$ cat src/sv/dpc_pkg.sv
// Shared types, field widths and cell kind codes for the degenerate polygon collapse block.
// Used by the load, collapse and top-level modules; depends on nothing else.

package dpc_pkg;

  // Field widths of the stream items.
  localparam int NODE_W      = 31;
  localparam int KIND_W      = 3;
  localparam int COUNT_W     = 6;
  localparam int IN_TDATA_W  = 32;
  localparam int OUT_TDATA_W = 40;

  // Node counts travel between modules at the width of the largest supported cell.
  localparam int CNT_W = 7;

  // Cell kind codes.
  localparam logic [KIND_W-1:0] KIND_TRI   = 3'd0;
  localparam logic [KIND_W-1:0] KIND_QUAD  = 3'd1;
  localparam logic [KIND_W-1:0] KIND_POLY  = 3'd2;
  localparam logic [KIND_W-1:0] KIND_TRI6  = 3'd3;
  localparam logic [KIND_W-1:0] KIND_QUAD8 = 3'd4;
  localparam logic [KIND_W-1:0] KIND_QPOLY = 3'd5;

  // Node counts that select a retyped kind.
  localparam logic [CNT_W-1:0] NODES_TRI   = 7'd3;
  localparam logic [CNT_W-1:0] NODES_QUAD  = 7'd4;
  localparam logic [CNT_W-1:0] NODES_TRI6  = 7'd6;
  localparam logic [CNT_W-1:0] NODES_QUAD8 = 7'd8;

  // Handoff of a fully loaded cell from the load side to the collapse side.
  typedef struct packed {
    logic              start;
    logic              dup;
    logic [KIND_W-1:0] kind;
    logic [CNT_W-1:0]  n;
  } handoff_t;

  // Status of the collapse side as seen by the top level.
  typedef struct packed {
    logic active;
    logic done;
  } col_status_t;

  // True for the quadratic kinds, whose second half holds mid-edge nodes.
  function automatic logic is_quadratic(input logic [KIND_W-1:0] kind);
    return (kind == KIND_TRI6) || (kind == KIND_QUAD8) || (kind == KIND_QPOLY);
  endfunction

  // Kind of a degenerate cell after collapse, chosen by its new node count.
  function automatic logic [KIND_W-1:0] collapsed_kind(input logic [CNT_W-1:0] m,
                                                       input logic quad);
    logic [KIND_W-1:0] k;
    if (quad) begin
      k = (m == NODES_TRI6) ? KIND_TRI6 : (m == NODES_QUAD8) ? KIND_QUAD8 : KIND_QPOLY;
    end else begin
      k = (m == NODES_TRI) ? KIND_TRI : (m == NODES_QUAD) ? KIND_QUAD : KIND_POLY;
    end
    return k;
  endfunction

endpackage

$ cat src/sv/degenerate_polygon_collapse.sv
// Flow: each node of a cell is written to the node store and compared against the stored
// nodes through the store's read port until the first duplicate of the cell is found.
// After the last node, a cell with a duplicate is handed off and scanned, then each kept
// node passes through the emit loop and output register while dropped indices are skipped;
// one cell is in flight at a time.
// Reset (synchronous, active high) clears all control state; the node store has no clear.

module degenerate_polygon_collapse
  import dpc_pkg::*;
#(
  parameter int MAX_NODES = 32
) (
  input  logic                   clk,
  input  logic                   rst,
  input  logic                   s_axis_tvalid,
  output logic                   s_axis_tready,
  input  logic [IN_TDATA_W-1:0]  s_axis_tdata,  // [30:0] node_id
  input  logic [KIND_W-1:0]      s_axis_tuser,  // [2:0] cell_kind
  input  logic                   s_axis_tlast,
  output logic                   m_axis_tvalid,
  input  logic                   m_axis_tready,
  output logic [OUT_TDATA_W-1:0] m_axis_tdata,  // [30:0] out_node, [36:31] count
  output logic [KIND_W-1:0]      m_axis_tuser,  // [2:0] out_kind
  output logic                   m_axis_tlast
);

  localparam int AW = $clog2(MAX_NODES);

  handoff_t          hand;
  col_status_t       col_stat;
  logic              wr_en;
  logic [AW-1:0]     wr_addr;
  logic [NODE_W-1:0] wr_data;
  logic [AW-1:0]     ld_rd_addr;
  logic [AW-1:0]     col_rd_addr_a;
  logic [AW-1:0]     col_rd_addr_b;
  logic [AW-1:0]     rd_addr_a;
  logic [NODE_W-1:0] rd_data_a;
  logic [NODE_W-1:0] rd_data_b;
  logic [NODE_W-1:0] out_node;
  logic [COUNT_W-1:0] out_count;

  // Node store.
  dpc_ram #(
    .WIDTH(NODE_W),
    .DEPTH(MAX_NODES)
  ) u_store (
    .clk      (clk),
    .wr_en    (wr_en),
    .wr_addr  (wr_addr),
    .wr_data  (wr_data),
    .rd_addr_a(rd_addr_a),
    .rd_data_a(rd_data_a),
    .rd_addr_b(col_rd_addr_b),
    .rd_data_b(rd_data_b)
  );

  // Port A belongs to the collapse side while it runs, else to the duplicate check.
  assign rd_addr_a = col_stat.active ? col_rd_addr_a : ld_rd_addr;

  dpc_load #(
    .MAX_NODES(MAX_NODES)
  ) u_load (
    .clk      (clk),
    .rst      (rst),
    .in_valid (s_axis_tvalid),
    .in_ready (s_axis_tready),
    .node_id  (s_axis_tdata[NODE_W-1:0]),
    .cell_kind(s_axis_tuser),
    .last     (s_axis_tlast),
    .wr_en    (wr_en),
    .wr_addr  (wr_addr),
    .wr_data  (wr_data),
    .rd_addr  (ld_rd_addr),
    .rd_data  (rd_data_a),
    .hand     (hand),
    .done     (col_stat.done)
  );

  dpc_collapse #(
    .MAX_NODES(MAX_NODES)
  ) u_collapse (
    .clk      (clk),
    .rst      (rst),
    .hand     (hand),
    .stat     (col_stat),
    .rd_addr_a(col_rd_addr_a),
    .rd_data_a(rd_data_a),
    .rd_addr_b(col_rd_addr_b),
    .rd_data_b(rd_data_b),
    .out_valid(m_axis_tvalid),
    .out_ready(m_axis_tready),
    .out_node (out_node),
    .out_kind (m_axis_tuser),
    .out_count(out_count),
    .out_last (m_axis_tlast)
  );

  // Pack the result item.
  assign m_axis_tdata = {(OUT_TDATA_W - NODE_W - COUNT_W)'(0), out_count, out_node};

  // The load side must hold off new items while the store is being collapsed.
  a_no_load_during_collapse: assert property (@(posedge clk) disable iff (rst)
    col_stat.active |-> !s_axis_tready)
    else $error("item accepted while the collapse side owns the node store");

  // A cell is handed over only to an idle collapse side.
  a_start_when_idle: assert property (@(posedge clk) disable iff (rst)
    hand.start |-> !col_stat.active)
    else $error("cell handed over while the collapse side is busy");

  // A handed-over cell always starts a collapse run.
  a_start_runs: assert property (@(posedge clk) disable iff (rst)
    hand.start |=> col_stat.active)
    else $error("collapse side did not pick up the handed-over cell");

  // Completion returns the collapse side to idle.
  a_done_ends: assert property (@(posedge clk) disable iff (rst)
    col_stat.done |=> !col_stat.active)
    else $error("collapse side still active after completion");

endmodule

$ cat src/sv/dpc_ram.sv
// Generic synchronous RAM: one write port and two read ports with registered read data.
// Stand-alone; no package needed.

module dpc_ram #(
  parameter int WIDTH = 31,
  parameter int DEPTH = 32,
  localparam int ADDR_W = $clog2(DEPTH)
) (
  input  logic              clk,
  input  logic              wr_en,
  input  logic [ADDR_W-1:0] wr_addr,
  input  logic [WIDTH-1:0]  wr_data,
  input  logic [ADDR_W-1:0] rd_addr_a,
  output logic [WIDTH-1:0]  rd_data_a,
  input  logic [ADDR_W-1:0] rd_addr_b,
  output logic [WIDTH-1:0]  rd_data_b
);

  logic [WIDTH-1:0] mem [DEPTH];

  // Write port and both registered read ports.
  always_ff @(posedge clk) begin
    if (wr_en) begin
      mem[wr_addr] <= wr_data;
    end
    rd_data_a <= mem[rd_addr_a];
    rd_data_b <= mem[rd_addr_b];
  end

endmodule

$ cat src/sv/dpc_load.sv
// Load side: accepts the node items of one cell, writes them to the node store and
// checks each new node against the stored ones. Depends on dpc_pkg.

module dpc_load
  import dpc_pkg::*;
#(
  parameter int MAX_NODES = 32,
  localparam int AW = $clog2(MAX_NODES),
  localparam int CW = $clog2(MAX_NODES + 1)
) (
  input  logic              clk,
  input  logic              rst,
  input  logic              in_valid,
  output logic              in_ready,
  input  logic [NODE_W-1:0] node_id,
  input  logic [KIND_W-1:0] cell_kind,
  input  logic              last,
  output logic              wr_en,
  output logic [AW-1:0]     wr_addr,
  output logic [NODE_W-1:0] wr_data,
  output logic [AW-1:0]     rd_addr,
  input  logic [NODE_W-1:0] rd_data,
  output handoff_t          hand,
  input  logic              done
);

  typedef enum logic [3:0] {
    LD_IDLE  = 4'b0001,
    LD_CHECK = 4'b0010,
    LD_HAND  = 4'b0100,
    LD_WAIT  = 4'b1000
  } ld_state_t;

  ld_state_t         state;
  logic [CW-1:0]     cnt;
  logic [KIND_W-1:0] kind_r;
  logic              dup;
  logic [NODE_W-1:0] cand;
  logic              last_r;
  logic [CW-1:0]     j;
  logic              pend;

  logic accept;
  logic room;
  logic issue;
  logic match;

  // Handshake and store write; nodes past the store depth are dropped.
  assign in_ready = (state == LD_IDLE);
  assign accept   = in_valid && in_ready;
  assign room     = (cnt < CW'(MAX_NODES));
  assign wr_en    = accept && room;
  assign wr_addr  = cnt[AW-1:0];
  assign wr_data  = node_id;

  // Duplicate sweep: the new node sits at cnt-1, so entries 0 to cnt-2 are compared.
  assign issue   = (state == LD_CHECK) && ((j + CW'(1)) < cnt);
  assign rd_addr = j[AW-1:0];
  assign match   = pend && (rd_data == cand);

  // Cell description for the collapse side, valid in the handoff state.
  assign hand.start = (state == LD_HAND);
  assign hand.dup   = dup;
  assign hand.kind  = kind_r;
  assign hand.n     = CNT_W'(cnt);

  // Load sequencer.
  always_ff @(posedge clk) begin
    if (rst) begin
      state  <= LD_IDLE;
      cnt    <= '0;
      kind_r <= '0;
      dup    <= 1'b0;
      last_r <= 1'b0;
      j      <= '0;
      pend   <= 1'b0;
    end else begin
      unique case (state)
        LD_IDLE: begin
          if (accept) begin
            if (cnt == '0) begin
              kind_r <= cell_kind;
            end
            last_r <= last;
            j      <= '0;
            pend   <= 1'b0;
            if (room) begin
              cand <= node_id;
              cnt  <= cnt + CW'(1);
            end
            if (room && (cnt != '0) && !dup) begin
              state <= LD_CHECK;
            end else if (last) begin
              state <= LD_HAND;
            end
          end
        end
        LD_CHECK: begin
          pend <= issue;
          if (issue) begin
            j <= j + CW'(1);
          end
          if (match) begin
            dup <= 1'b1;
          end
          if (match || (!issue && !pend)) begin
            pend  <= 1'b0;
            state <= last_r ? LD_HAND : LD_IDLE;
          end
        end
        LD_HAND: begin
          // The collapse side latches the cell description in this cycle.
          cnt    <= '0;
          kind_r <= '0;
          dup    <= 1'b0;
          state  <= LD_WAIT;
        end
        LD_WAIT: begin
          if (done) begin
            state <= LD_IDLE;
          end
        end
        default: state <= LD_IDLE;
      endcase
    end
  end

endmodule

$ cat src/sv/dpc_collapse.sv
// Collapse side: scans the stored cell, if it has a duplicate, to build the keep mask, then
// emits the kept nodes with the new kind and count through an output register. Depends on dpc_pkg.

module dpc_collapse
  import dpc_pkg::*;
#(
  parameter int MAX_NODES = 32,
  localparam int AW = $clog2(MAX_NODES),
  localparam int CW = $clog2(MAX_NODES + 1)
) (
  input  logic              clk,
  input  logic              rst,
  input  handoff_t          hand,
  output col_status_t       stat,
  output logic [AW-1:0]     rd_addr_a,
  input  logic [NODE_W-1:0] rd_data_a,
  output logic [AW-1:0]     rd_addr_b,
  input  logic [NODE_W-1:0] rd_data_b,
  output logic              out_valid,
  input  logic              out_ready,
  output logic [NODE_W-1:0] out_node,
  output logic [KIND_W-1:0] out_kind,
  output logic [COUNT_W-1:0] out_count,
  output logic              out_last
);

  typedef enum logic [5:0] {
    C_IDLE = 6'b000001,
    C_SCAN = 6'b000010,
    C_WRAP = 6'b000100,
    C_EMIT = 6'b001000,
    C_LOAD = 6'b010000,
    C_DONE = 6'b100000
  } col_state_t;

  col_state_t           state;
  logic                 quad;
  logic [CW-1:0]        q;
  logic [CW-1:0]        m;
  logic [KIND_W-1:0]    rk;
  logic [MAX_NODES-1:0] keep;
  logic [CW-1:0]        kept;
  logic [CW-1:0]        i;
  logic                 sv;
  logic [CW-1:0]        st;
  logic [NODE_W-1:0]    first;
  logic [NODE_W-1:0]    prev_a;
  logic [NODE_W-1:0]    prev_b;
  logic                 half;
  logic [CW-1:0]        k;

  logic [CW-1:0] nn;
  logic          start_quad;
  logic          issue;
  logic [AW-1:0] st_prev;
  logic          scan_keep;
  logic          wrap_keep;
  logic [CW-1:0] tot;
  logic [CW-1:0] m_new;
  logic [AW-1:0] mid_addr;
  logic          keep_i;
  logic          o_free;
  logic          out_set;

  assign stat.active = (state != C_IDLE);
  assign stat.done   = (state == C_DONE);

  assign nn         = CW'(hand.n);
  assign start_quad = is_quadratic(hand.kind);

  // Read addresses: corner i on port A, its mid node on port B; emit of the second
  // half reads the mid node through port A.
  assign mid_addr  = AW'(i + q);
  assign issue     = (state == C_SCAN) && (i < q);
  assign rd_addr_a = ((state == C_EMIT) && half) ? mid_addr : i[AW-1:0];
  assign rd_addr_b = mid_addr;

  // A corner is kept unless it equals its successor (and, for quadratic cells, its mid).
  assign st_prev   = AW'(st - CW'(1));
  assign scan_keep = (prev_a != rd_data_a) || (quad && (prev_a != prev_b));
  assign wrap_keep = (prev_a != first) || (quad && (prev_a != prev_b));
  assign tot       = kept + CW'(wrap_keep);
  assign m_new     = quad ? CW'(tot << 1) : tot;

  assign keep_i = keep[i[AW-1:0]];
  assign o_free = !out_valid || out_ready;

  // The output register takes a new item in the load state or for an empty cell.
  assign out_set = (state == C_LOAD) || ((state == C_EMIT) && (m == '0) && o_free);

  // Collapse sequencer and output register.
  always_ff @(posedge clk) begin
    if (rst) begin
      state     <= C_IDLE;
      out_valid <= 1'b0;
      sv        <= 1'b0;
      half      <= 1'b0;
      i         <= '0;
      k         <= '0;
    end else begin
      if (out_set) begin
        out_valid <= 1'b1;
      end else if (out_valid && out_ready) begin
        out_valid <= 1'b0;
      end
      unique case (state)
        C_IDLE: begin
          i    <= '0;
          k    <= '0;
          half <= 1'b0;
          sv   <= 1'b0;
          if (hand.start) begin
            if (hand.dup) begin
              quad  <= start_quad;
              q     <= start_quad ? (nn >> 1) : nn;
              keep  <= '0;
              kept  <= '0;
              state <= C_SCAN;
            end else begin
              // No duplicate: the cell passes unchanged.
              quad  <= 1'b0;
              q     <= nn;
              keep  <= '1;
              m     <= nn;
              rk    <= hand.kind;
              state <= C_EMIT;
            end
          end
        end
        C_SCAN: begin
          sv <= issue;
          st <= i;
          if (issue) begin
            i <= i + CW'(1);
          end
          if (sv) begin
            if (st == '0) begin
              first <= rd_data_a;
            end else begin
              keep[st_prev] <= scan_keep;
              kept          <= kept + CW'(scan_keep);
            end
            prev_a <= rd_data_a;
            prev_b <= rd_data_b;
          end
          if (!issue && !sv) begin
            state <= C_WRAP;
          end
        end
        C_WRAP: begin
          // The last corner closes the cycle against the first one.
          keep[AW'(q - CW'(1))] <= wrap_keep;
          m     <= m_new;
          rk    <= collapsed_kind(CNT_W'(m_new), quad);
          i     <= '0;
          half  <= 1'b0;
          k     <= '0;
          state <= C_EMIT;
        end
        C_EMIT: begin
          if (m == '0) begin
            // Everything collapsed: one empty item.
            if (o_free) begin
              out_node  <= '0;
              out_kind  <= quad ? KIND_QPOLY : KIND_POLY;
              out_count <= '0;
              out_last  <= 1'b1;
              state     <= C_DONE;
            end
          end else if (i == q) begin
            if (quad && !half) begin
              half <= 1'b1;
              i    <= '0;
            end else begin
              state <= C_DONE;
            end
          end else if (!keep_i) begin
            i <= i + CW'(1);
          end else if (o_free) begin
            state <= C_LOAD;
          end
        end
        C_LOAD: begin
          out_node  <= rd_data_a;
          out_kind  <= rk;
          out_count <= COUNT_W'(m);
          out_last  <= ((k + CW'(1)) == m);
          k         <= k + CW'(1);
          i         <= i + CW'(1);
          state     <= C_EMIT;
        end
        C_DONE: begin
          state <= C_IDLE;
        end
        default: state <= C_IDLE;
      endcase
    end
  end

endmodule
$ cat config.mk
export PLATFORM = sky130hd
export DESIGN_NAME = degenerate_polygon_collapse
export DESIGN_NICKNAME = d
export VERILOG_FILES = /design/src/sv/dpc_pkg.sv /design/src/sv/degenerate_polygon_collapse.sv /design/src/sv/dpc_ram.sv /design/src/sv/dpc_load.sv /design/src/sv/dpc_collapse.sv
export SDC_FILE = /design/constraint.sdc
export NUM_CORES = 2
export LEC_CHECK = 0
export BUFFER_PORTS_ARGS = -buffer_cell sky130_fd_sc_hd__buf_2
export CAP_MARGIN = 20
export CORE_UTILIZATION = 35
export DETAILED_ROUTE_END_ITERATION = 6
export GPL_TIMING_DRIVEN = 0
export SYNTH_ARGS = -nofsm -noshare
export SYNTH_HDL_FRONTEND = slang
export SYNTH_SLANG_ARGS = --single-unit
$ cat constraint.sdc
create_clock -name clk -period 17.1 [get_ports clk]
set_input_delay 4.275 -clock clk [delete_from_list [all_inputs] [get_ports clk]]
set_output_delay 4.275 -clock clk [all_outputs]
set_load 0.02 [all_outputs]
==> impl_metrics.csv <==
group,metric,value,unit
grt,grt_max_degree,64,
power,p_leak,22.0,nW
grt,use_met2,0.345,
finish,final_nets,4098,
synth,synth-xor-area-share,0.0217,
power,power_density,162,nW/um2
grt,grt-busiest-layer,"met2",
power,power_frac_seq,0.345,
synth,synthMuxAreaShare,0.193,
grt,grt_usage,0.223,
grt,antenna_found_initial,31,
worst_setup_path,end_kind,"primary output",
worst_setup_path,r2r_end,"u_store.rd_data_a[6]$_DFF_P_",
power,power.switching,4.13,mW
finish,reg_top3,"u_store.mem (992), u_collapse.keep (32)",
finish,finalInstanceArea,70000,um2
clock_network,clock_path_buffers,3,
worst_hold_path,worstHoldStart,"u_store.rd_data_b[1]$_DFF_P_",
timing,slew_headroom,0.158,
route,routed_wl,195000,um
floorplan,initial_core_util,0.354,
synth,synth-edff-count,1217,
place,io_buffers,81,
finish,largest_reg_flops,992,
worst_hold_path,holdPathEnd,"u_collapse.prev_b[1]$_DFFE_PP_",
synth,yosysUniqueCellTypes,74,
worst_hold_path,worstHoldPathType,"flop to flop",
floorplan,die_x,417,um
run_status,status,"completed",
timing,fin_skew,0.0378,ns
grt,first_global_vias,37325,
worst_setup_path,r2r-start,"u_collapse.q[0]$_DFFE_PP_",
timing,fin_crit,6.23,ns
grt,grtUsageMet3,0.0610,
route,drt_iter0_markers,5491,
clock_network,insertion_delay,0.79,ns
synth,syn-cell-area,60300,um2
timing,fin_crit_sh,0.364,
worst_setup_path,arrival,1.96,ns
flow_run,maxCapViolCount,0,
synth,yosys.area_share.simple,0.0775,
floorplan,die_h,417,um
timing,timing.fmax,160,MHz
timing,rsz0062_at_grt,"false",
worst_setup_path,path_cells,"nor2_1, nand3b_1, inv_1, buf_2",
synth,synth_compound_area_frac,0.0405,
clock_network,cts_sinks,1322,
timing,final_hold_viol_count,0,
clock_network,cts_tree,"yes",
worst_setup_path,slowest_stage,"dfxtp_1",
worst_setup_path,worstSetupStartpointType,"flop",
clock_network,cts_buffers,142,
worst_setup_path,worstPathRequired,12.82,ns
power,comb_power_share,0.380,
finish,area_growth,16.2,%
synth,synth_adder_area_share,0.00573,
finish,top_register,"u_store.mem",
route,vias,38109,
timing,tightest_slew,1.26,ns
route,drcViolationCount,0,
floorplan,io_pins,86,
grt,grt_util_met1,0.293,
grt,grt_pass1_wl,276000,um
timing,finalSetupTns,0,ns
clock_network,cts_max_level,4,
clock_network,cts-root-buf,"clkbuf_16",
synth,ys_ff_latch,1322,
synth,avgSynthCellArea,16.2,um2
clock_network,holdBufCountCts,0,
power,peakVddDrop,87.8,uV
power,cell_internal_pwr,7.24,mW
clock_network,cts-resized-gates,0,
place,dp_hpwl,142000,um
synth,syn_inst,3723,
floorplan,rows,151,
worst_setup_path,cp_max_fo,7,
power,clockPowerShare,0.276,
floorplan,die_area,174000,um2
worst_setup_path,reg2regPathDepth,11,
power,p_sw_frac,0.363,
timing,drv_slew,0,
worst_hold_path,holdPathStages,0,
route,via_per_inst,5.92,
worst_setup_path,crit_path_max_incr_delay,0.34,ns
clock_network,cts_setup_buffers,0,
synth,yosysWarnings,0,
worst_setup_path,rrSetupSlack,11.10,ns
synth,ys_seq_area_frac,0.641,
timing,finalSetupViolCount,0,
floorplan,core-area,170000,um2
place,gp_congestion,0.943,
synth,synthArstFlopShare,0,
synth,synth_top_family_by_area,"multiplexers",
worst_setup_path,critPathKind,"flop to primary output",
finish,fill_cells,15198,
finish,drive_gt1_frac,0.234,
clock_network,path_clk_slew,0.06,ns
synth,synth-main-ff-cell,"edfxtp_1",
grt,grt-ovfl-total,0,
route,firstDrtPassIters,6,
route,ant_nets,0,
place,placed_cell_area,65100,um2
route,wl_per_cell,30.3,um
cells in the mapped netlist, types with 3 or more instances:
library cell / number / area share
edfxtp_1: 1217 / 0.61
nand2_1: 471 / 0.029
mux4_2: 439 / 0.16
nand3_1: 163 / 0.014
clkbuf_1: 161 / 0.010
mux2i_1: 120 / 0.020
nor2_1: 120 / 0.0075
dfxtp_1: 105 / 0.035
xnor2_1: 95 / 0.014
nand4_1: 85 / 0.0088
a21oi_1: 74 / 0.0061
a32oi_1: 61 / 0.0089
xor2_1: 54 / 0.0078
and2_1: 53 / 0.0055
o21ai_0: 38 / 0.0032
buf_2: 33 / 0.0027
mux2_2: 33 / 0.0062
o2111ai_1: 32 / 0.0047
a22oi_1: 31 / 0.0039
buf_1: 28 / 0.0017
buf_4: 26 / 0.0032
ha_1: 26 / 0.0054
nor3_1: 26 / 0.0022
inv_1: 24 / 0.0015
o221ai_1: 22 / 0.0032
nor4_1: 20 / 0.0021
a311o_1: 19 / 0.0032
nand2b_1: 14 / 0.0015
or3_1: 14 / 0.0015
nand3b_1: 9 / 0.0011
nor2b_1: 9 / 0.00093
a311oi_1: 8 / 0.0012
a31oi_1: 8 / 0.00083
buf_6: 6 / 0.0011
mux4_1: 6 / 0.0026
o21a_1: 6 / 0.00075
a21o_1: 5 / 0.00062
a211oi_1: 4 / 0.00050
and3_1: 4 / 0.00042
nor3b_1: 4 / 0.00050
and3b_1: 3 / 0.00044
o211ai_1: 3 / 0.00037
or3b_2: 3 / 0.00044
or4_1: 3 / 0.00037
worst max-delay path by stage:
stage / to / depth (start not counted) / start / slack (ns)
2_1_floorplan: u_collapse.first[0]$_DFFE_PP_ / 3 / rst / 8.03
3_3_place_gp: u_collapse.first[24]$_DFFE_PP_ / 4 / rst / 5.30
3_5_place_dp: u_collapse.first[24]$_DFFE_PP_ / 6 / rst / 10.15
4_1_cts: s_axis_tready / 4 / u_load.state[3]$_SDFFE_PP0P_ / 10.85
5_1_grt: s_axis_tready / 4 / u_load.state[3]$_SDFFE_PP0P_ / 10.74
6_report: s_axis_tready / 4 / u_load.state[3]$_SDFFE_PP0P_ / 10.87
metal layers:
metal | share of wire | wire length [um]
met1 | 0.38 | 74700
met2 | 0.46 | 89400
met3 | 0.11 | 22100
met4 | 0.045 | 8860
met5 | 0.0013 | 249
worst max-delay path, delay by kind of cell, from the launching register on:
| family | cells | cell delay, ns |
|---|---|---|
| and+or+nand+nor | 2 | 0.40 |
| DFF | 1 | 0.34 |
| buffers and inverters | 2 | 0.46 |
layout make-up:
cell class / instances / area, um2 / share of cell area
flip-flops and latches: 1322 / 38600 / 0.552
multi-input cells: 2124 / 20700 / 0.295
clock buffers: 183 / 3950 / 0.0563
well taps: 2295 / 2870 / 0.0410
repair buffers: 162 / 1880 / 0.0269
plain buffers: 254 / 1140 / 0.0163
clock inverters: 73 / 769 / 0.0110
inverters: 25 / 93.8 / 0.00134
diodes: 3 / 7.51 / 0.000107
logic make-up (layout without fill, tap and decap cells):
logic type,after synthesis,in the layout
AO/OA/AOI/OAI,334,334
multiplexers,599,599
AND/OR/NAND/NOR,1012,1012
XOR/XNOR,149,149
other,1,6
flip-flops,1322,1322
buffers and inverters,279,697
adder cells (fa/ha/maj),27,27
per-stage QoR:
step	total power [mW]	std cells	hold WS, ns	utilization	setup slack (ns)
3_5_place_dp	8.15	6167	0.389	0.382	10.15
3_3_place_gp	8.07	6101	0.389	0.373	5.30
6_report	11.4	6441	0.398	0.411	10.87
5_1_grt	11.7	6439	0.407	0.411	10.74
2_1_floorplan	6.45	3725	0.386	-	8.03
4_1_cts	11.3	6423	0.402	0.410	10.85
power groups by stage:
stage                     Combinational, mW  Clock, mW  Sequential [mW]
after global placement                 4.07          0             4.00
after detailed placement               4.16          0             3.99
after global routing                   4.46       3.28             3.94
final                                  4.32       3.14             3.92
after floorplan                        2.56          0             3.90
after CTS                              4.18       3.17             3.92
layout by cell type (no fill, tap or decap), drive strengths merged, types with 20 or more instances in the layout:
cell type,count
nand3,163
ha,26
nor2,121
xnor2,95
nand4,85
nand2,471
clkbuf,344
o21ai,39
mux4,445
mux2,34
mux2i,120
nor4,20
dfxtp,105
a21oi,74
inv,31
a32oi,61
buf,255
a22oi,31
xor2,54
clkinv,51
nor3,26
o2111ai,32
and2,55
o221ai,22
edfxtp,1217
Note: power is estimated with default switching activity, not from simulation.
